**src/rtl/core/awm_pkg.sv**
```systemverilog
// Shared types, widths and helpers for the affine warp address generator.
// Depends on nothing; every module of the block refers to it by scoped names.
`default_nettype none

package awm_pkg;

  // Coordinate and fixed-point format.
  localparam int COORD_BITS = 16;
  localparam int FRAC_BITS  = 16;

  // Register widths.
  localparam int COEF_W    = 24;
  localparam int OFF_W     = 32;
  localparam int CFG_IDX_W = 4;
  localparam int CFG_W     = 64;

  // Datapath widths, derived from the formats above.
  localparam int CENT_W = COORD_BITS + 1;       // centered destination coordinate
  localparam int PROD_W = COEF_W + CENT_W;      // one coefficient product
  localparam int LIN_W  = PROD_W + 1;           // sum of the two products
  localparam int T_W    = LIN_W - FRAC_BITS;    // linear part as an integer
  localparam int OFFH_W = OFF_W - FRAC_BITS;    // integer part of the offset
  localparam int U_W    = T_W + 1;              // integer part after the offset
  localparam int K_W    = U_W + 1;              // source coordinate, unsaturated
  localparam int OUT_W  = COORD_BITS + 1;       // saturated output coordinate

  localparam logic signed [K_W-1:0] K_HI = K_W'((64'sd1 <<< COORD_BITS) - 64'sd1);
  localparam logic signed [K_W-1:0] K_LO = -K_HI - K_W'(1);

  typedef enum logic [CFG_IDX_W-1:0] {
    REG_X_FROM_X      = CFG_IDX_W'(0),
    REG_X_FROM_Y      = CFG_IDX_W'(1),
    REG_X_OFFSET      = CFG_IDX_W'(2),
    REG_Y_FROM_X      = CFG_IDX_W'(3),
    REG_Y_FROM_Y      = CFG_IDX_W'(4),
    REG_Y_OFFSET      = CFG_IDX_W'(5),
    REG_IMAGE_SIZES   = CFG_IDX_W'(6),
    REG_WINDOW_BOUNDS = CFG_IDX_W'(7)
  } cfg_reg_t;

  localparam logic signed [COEF_W-1:0] COEF_ONE = COEF_W'(64'sd1 <<< FRAC_BITS);

  // Load enables for the per-axis datapath stages.
  typedef struct packed {
    logic prod;
    logic lin;
    logic vhi;
    logic coord;
  } stage_en_t;

  // Packed size or bound field; a field that starts beyond bit 63 reads as zero.
  function automatic logic [COORD_BITS-1:0] pack_field(input logic [CFG_W-1:0] r,
                                                       input int unsigned idx);
    logic [CFG_W-1:0] s;
    s = r >> (idx * COORD_BITS);
    return s[COORD_BITS-1:0];
  endfunction

endpackage

`default_nettype wire

```
**src/rtl/core/awm_axis.sv**
```systemverilog
// One axis of the affine map: two products, truncation, offset and half size.
// Four register stages; uses awm_pkg for widths and the stage enable struct.
`default_nettype none

module awm_axis (
  input  wire logic                              clk,
  input  wire awm_pkg::stage_en_t                en,
  input  wire logic signed [awm_pkg::COEF_W-1:0] ca,
  input  wire logic signed [awm_pkg::COEF_W-1:0] cb,
  input  wire logic signed [awm_pkg::OFF_W-1:0]  off,
  input  wire logic signed [awm_pkg::CENT_W-1:0] xc,
  input  wire logic signed [awm_pkg::CENT_W-1:0] yc,
  input  wire logic [awm_pkg::COORD_BITS-1:0]    half_src,
  output logic signed [awm_pkg::K_W-1:0]         coord
);

  logic signed [awm_pkg::PROD_W-1:0] prod_a;
  logic signed [awm_pkg::PROD_W-1:0] prod_b;
  logic signed [awm_pkg::LIN_W-1:0]  lin;
  logic signed [awm_pkg::U_W-1:0]    vhi;

  logic signed [awm_pkg::PROD_W-1:0] prod_a_next;
  logic signed [awm_pkg::PROD_W-1:0] prod_b_next;
  logic signed [awm_pkg::LIN_W-1:0]  lin_next;
  logic signed [awm_pkg::T_W-1:0]    t_floor;
  logic                              t_adj;
  logic signed [awm_pkg::OFFH_W-1:0] off_hi;
  logic                              off_lo_nz;
  logic signed [awm_pkg::U_W-1:0]    vhi_next;
  logic                              u_adj;
  logic signed [awm_pkg::K_W-1:0]    coord_next;

  always_comb begin
    prod_a_next = ca * xc;
    prod_b_next = cb * yc;
    lin_next    = awm_pkg::LIN_W'(prod_a) + awm_pkg::LIN_W'(prod_b);

    // Truncation toward zero is the floor plus one for a negative value with
    // fraction bits set. The offset's fraction bits do not disturb the integer
    // part of t * 2^F + offset, so only its integer part is added here.
    t_floor   = $signed(lin[awm_pkg::LIN_W-1:awm_pkg::FRAC_BITS]);
    t_adj     = lin[awm_pkg::LIN_W-1] && (|lin[awm_pkg::FRAC_BITS-1:0]);
    off_hi    = $signed(off[awm_pkg::OFF_W-1:awm_pkg::FRAC_BITS]);
    off_lo_nz = |off[awm_pkg::FRAC_BITS-1:0];
    vhi_next  = awm_pkg::U_W'(t_floor) + awm_pkg::U_W'(off_hi) + awm_pkg::U_W'(t_adj);

    // The sum is negative exactly when its integer part is; the second
    // truncation then rounds up when the offset brought fraction bits.
    u_adj      = vhi[awm_pkg::U_W-1] && off_lo_nz;
    coord_next = awm_pkg::K_W'(vhi) + awm_pkg::K_W'({1'b0, half_src})
               + awm_pkg::K_W'(u_adj);
  end

  always_ff @(posedge clk) begin
    if (en.prod) begin
      prod_a <= prod_a_next;
      prod_b <= prod_b_next;
    end
    if (en.lin) begin
      lin <= lin_next;
    end
    if (en.vhi) begin
      vhi <= vhi_next;
    end
    if (en.coord) begin
      coord <= coord_next;
    end
  end

endmodule

`default_nettype wire

```
**config.mk**
```make
export PLATFORM = sky130hd
export DESIGN_NAME = awm_axis
export DESIGN_NICKNAME = d
export VERILOG_FILES = /design/src/rtl/core/awm_pkg.sv /design/src/rtl/core/awm_axis.sv
export SDC_FILE = /design/constraint.sdc
export NUM_CORES = 2
export LEC_CHECK = 0
export BUFFER_PORTS_ARGS = -buffer_cell sky130_fd_sc_hd__clkbuf_2
export CORE_MARGIN = 1.5
export CORE_UTILIZATION = 30
export CTS_CLUSTER_SIZE = 20
export DETAILED_ROUTE_END_ITERATION = 10
export PLACE_DENSITY = 0.44
export SYNTH_ARGS = -nofsm -noshare
export SYNTH_HDL_FRONTEND = slang
export SYNTH_SLANG_ARGS = --single-unit
export TNS_END_PERCENT = 5
```
**constraint.sdc**
```tcl
create_clock -name clk -period 11.63 [get_ports clk]
set_input_delay 2.326 -clock clk [delete_from_list [all_inputs] [get_ports clk]]
set_output_delay 2.326 -clock clk [all_outputs]
set_load 0.03 [all_outputs]
```
Word-level counts from Yosys, hierarchy flattened --
Index checks and enable logic that the tools add are counted.
Operators by class: add/subtract/negate cells 5, multiply operators 2, reduce and logical (&&, ||, !) cells 4
Operators with widths (number):
- 24-bit by 17-bit multiplier with 41-bit output | 2
- 41-bit by 41-bit adder with 42-bit output | 1
- 16-bit OR reduction | 2
- 27-bit by 17-bit adder with 28-bit output | 1
- 28-bit by 1-bit adder with 28-bit output | 1
- 26-bit by 16-bit adder with 27-bit output | 1
- 27-bit by 1-bit adder with 27-bit output | 1
- 1-bit logical AND | 2
Word-level totals: flip-flop bits (word level) 179, bits of input ports 135, logic and storage cells 16

Logic depth before layout (Yosys ltp) --
word-level depth 3, mapped depth 26

Worst setup path before layout --
No wires, ideal clock.
kind in2reg, from input port cb[21] (netlist bit), to register prod_b[39] (netlist bit), data pin, arrival time 8.081 ns, slack 3.289 ns, stages 24, cells stage by stage clkbuf_1 > nand2_1 > fa_1 > inv_1 > fa_1 > inv_1 > fa_1 > inv_1 > fa_1 > fa_1 > inv_1 > fa_1 > inv_1 > ha_1 > nand2_1 > nor2_1 > nand2_1 > or3_1 > o21ai_0 > a41o_1 > nor4_1 > nor3_1 > a41oi_1 > xnor2_1
Between the ends: longest elaborated chain between the ends 1
Ends and longest elaborated chain:
- start: declaration | RTL line awm_axis.sv:9 | input wire logic signed [awm_pkg::COEF_W-1:0] cb,
- 24-bit by 17-bit multiplier with 41-bit output | RTL line awm_axis.sv:35 | prod_b_next = cb * yc;
- via prod_b_next (one bit) | RTL line awm_axis.sv:23 | logic signed [awm_pkg::PROD_W-1:0] prod_b_next;
- end signal: assignment | RTL line awm_axis.sv:57 | prod_b <= prod_b_next;
- end: declaration | RTL line awm_axis.sv:18 | logic signed [awm_pkg::PROD_W-1:0] prod_b;
The timed path passes the listed nets, and every way through them passes these cells. A chain may end at the register's enable or synchronous reset.

Final worst setup path --
from input port yc[2] (netlist bit), to register prod_b[39] (netlist bit), data pin
Between the ends: longest elaborated chain between the ends 1
Ends and longest elaborated chain:
- start: declaration | RTL line awm_axis.sv:12 | input wire logic signed [awm_pkg::CENT_W-1:0] yc,
- 24-bit by 17-bit multiplier with 41-bit output | RTL line awm_axis.sv:35
- via prod_b_next (one bit) | RTL line awm_axis.sv:23
The timed path passes the listed nets, and every way through them passes these cells.

==> qor.csv <==
metric;value;unit
Synth Warn #;0;
mux share of post-synthesis cell area;0;%
wire per inst;17.2;µm
post-synthesis sequential area ratio;14.1;%
synthesis-to-finish area growth;8.01;%
share of the synthesized area in the top cell type;42.4;%
EDFF count, synth;179;
H-tree levels;4;
post-synthesis cell type count;65;
# setup viols final;0;
area of the multi-input gates;29100;µm²
main combinational cell family by area after synthesis;adder cells;
average size of a mapped cell;9.78;µm²
FF-to-FF End;coord[18]$_DFFE_PP_;
number of gates resized after CTS;0;
FF+latch count, synth;179;
vias in the first global route;28200;
CTS root buffer;clkbuf_16;
total negative slack;0;ps
total number of vias;25900;
crit path kind;in -> reg;
Slew headroom;32.4;%
final WL;96900;µm
fraction of the mapped netlist area in simple logic gates;14.3;%
CTS Hold Bufs;0;
layout cells sized above 1;5.44;%
Iteration-0 DRC Markers;1158;
fin. max-slew vios;0;
Via density;4.60;
Worst Setup End Kind;flip-flop;
Worst-Skew Late Latency;450;ps
clock-pin slew on the worst setup and hold paths;70;ps
initial antenna violation count;4;
CTS tree;built;
Synth async-reset ratio;0;%
fin crit period;8920;ps
Synth area leader;fa_1;
first-pass detailed-route iteration total;5;
GP Congestion;0.806;
Die H;359;µm
Post-Synth XOR/XNOR Area;3.73;%
DRC viols;0;
RSZ-0062 raised after global routing;no;
dominant synthesized flop cell;edfxtp_1;
Final Skew;9.04;ps
Hold Path Depth;1;
dpl hpwl;80300;µm
GRT Util Overall;15.5;%
Tcrit/Tclk final;76.7;%
status;finished, final reports clean;
IO Count;163;
Startpoint Class;input pin;
Register Area;5380;µm²
worst r2r path cells;14;
Reg2Reg Setup Slack;7320;ps
achievable frequency;112;MHz
signal arrival time at the worst endpoint;9120;ps
cts bufs inserted;17;
grt ovf;0;
CTS sink cnt;179;
post-route ant nets;0;
Net Count, Synth;5114;
port bufs;162;
Least-Margin Pin Slew;1000;ps
Layout Nets;5178;
CP required;11830;ps
worst min path class;reg -> reg;
Die Width;359;µm
first-pass GRT wire length;156000;µm
Hold Path End;lin[0]$_DFFE_PP_;
row cnt;130;
core area;126000;µm²
ranking of synthesized cells by area;fa_1 (42%), edfxtp_1 (14%), ha_1 (9.2%);
post-synthesis cell area;38100;µm²
Die ar.;129000;µm²
post-CTS setup buffer count;0;
largest net degree at the start of global routing;58;
Gate Count Post-Synth;3893;
Fillers;13200;
Post-Synth Adder-Cell Area;51.6;%
origin of the critical flop-to-flop path;vhi[26]$_DFFE_PP_;
starting density of the core;30.3;%
commonest non-fill, non-tap cell in the layout;inv_1;
Max Cap Viol;0;
Final Hold Violating Endpoints;0;
complex-gate fraction of the synthesized area;6.77;%
Worst Path Max Fanout;24;
Hold Crit Start;prod_b[0]$_DFFE_PP_;
Clock Tree Buf Depth;2;
most frequent cells in the layout;inv_1 (843), fa_1 (807), nand2_1 (485);
## critical path, stage by stage
cell and delay, ps:
clkbuf_2 550, nand2_1 180, fa_1 580, inv_1 60, fa_1 530, inv_1 50, fa_1 500, inv_1 60
fa_1 500, fa_1 490, inv_1 50, fa_1 470, inv_1 40, ha_1 320, nand2_1 80, nor2_1 230
nand2_1 110, or3_1 360, o21ai_0 440, a41o_1 300, nor4_1 60, nor3_1 440, a41oi_1 210, xnor2_1 170
## state kept, by name, summed over array words and instances, names as in the netlist
register / flops
prod_b: 41
coord: 28
vhi: 27
lin: 42
prod_a: 41
## Yosys cell counts (3+ instances only)
master,number
inv_1,843
fa_1,807
nand2_1,485
and2_1,350
ha_1,279
edfxtp_1,179
nor2_1,123
clkbuf_1,119
xnor2_1,117
a21oi_1,112
o21ai_0,68
a21o_1,61
xor2_1,45
o21a_1,32
nand2b_1,30
nor3_1,26
nand3_1,22
nor2b_1,20
a31oi_1,13
and3_1,13
a211oi_1,10
a21boi_0,10
nand4_1,10
nor4_1,10
o21bai_1,10
or3_1,10
o31ai_1,7
a211o_1,6
a31o_2,6
nand4b_1,6
a2111oi_0,5
o41ai_1,4
or2_2,4
a221o_1,3
a41o_1,3
a41oi_1,3
o2111ai_1,3
o211ai_1,3
## worst max-delay path by stage
stage	startpoint	slack, ps	end	cells after the start
finish	yc[2]	2710	prod_b[39]$_DFFE_PP_	24
global route	yc[2]	2260	prod_b[39]$_DFFE_PP_	24
CTS	yc[2]	2720	prod_b[39]$_DFFE_PP_	24
detailed placement	yc[2]	2250	prod_b[39]$_DFFE_PP_	24
global placement	yc[2]	2390	prod_b[39]$_DFFE_PP_	24
floorplan	cb[21]	3290	prod_b[39]$_DFFE_PP_	24
## logic make-up after synthesis
group / Yosys count
buffers and inverters: 963
XOR/XNOR: 162
AND/OR/NAND/NOR: 1116
AO/OA/AOI/OAI: 387
flip-flops: 179
adder cells (fa/ha/maj): 1086
## final cells by class
class | count | area share [%]
Multi-Input combinational cell | 2751 | 70.7
Sequential cell | 179 | 13.1
Inverter | 843 | 7.70
Tap cell | 1650 | 5.02
Timing Repair Buffer | 165 | 2.03
Clock buffer | 17 | 1.03
Clock inverter | 14 | 0.414
Antenna cell | 1 | 0.00609
## metrics by stage
step | utilization [%] | setup slack, ps | instances | instance area, µm² | hold slack, ps
after floorplan | - | 3290 | 3893 | 38100 | 513
after global placement | 32.2 | 2390 | 5588 | 40500 | 531
after detailed placement | 32.2 | 2250 | 5588 | 40500 | 538
after CTS | 32.7 | 2720 | 5619 | 41100 | 556
after global routing | 32.7 | 2260 | 5619 | 41100 | 588
final | 32.7 | 2710 | 5620 | 41100 | 550
## per-layer routing
metal  track usage [%]  part of all wire [%]
met4              2.83                   1.7
met3              1.50                   3.1
met5                 0                     0
met1              19.5                    42
met2              28.7                    53
Power is not shown: default switching activity piles up to over one toggle a cycle in this logic, so the estimate is an artifact.
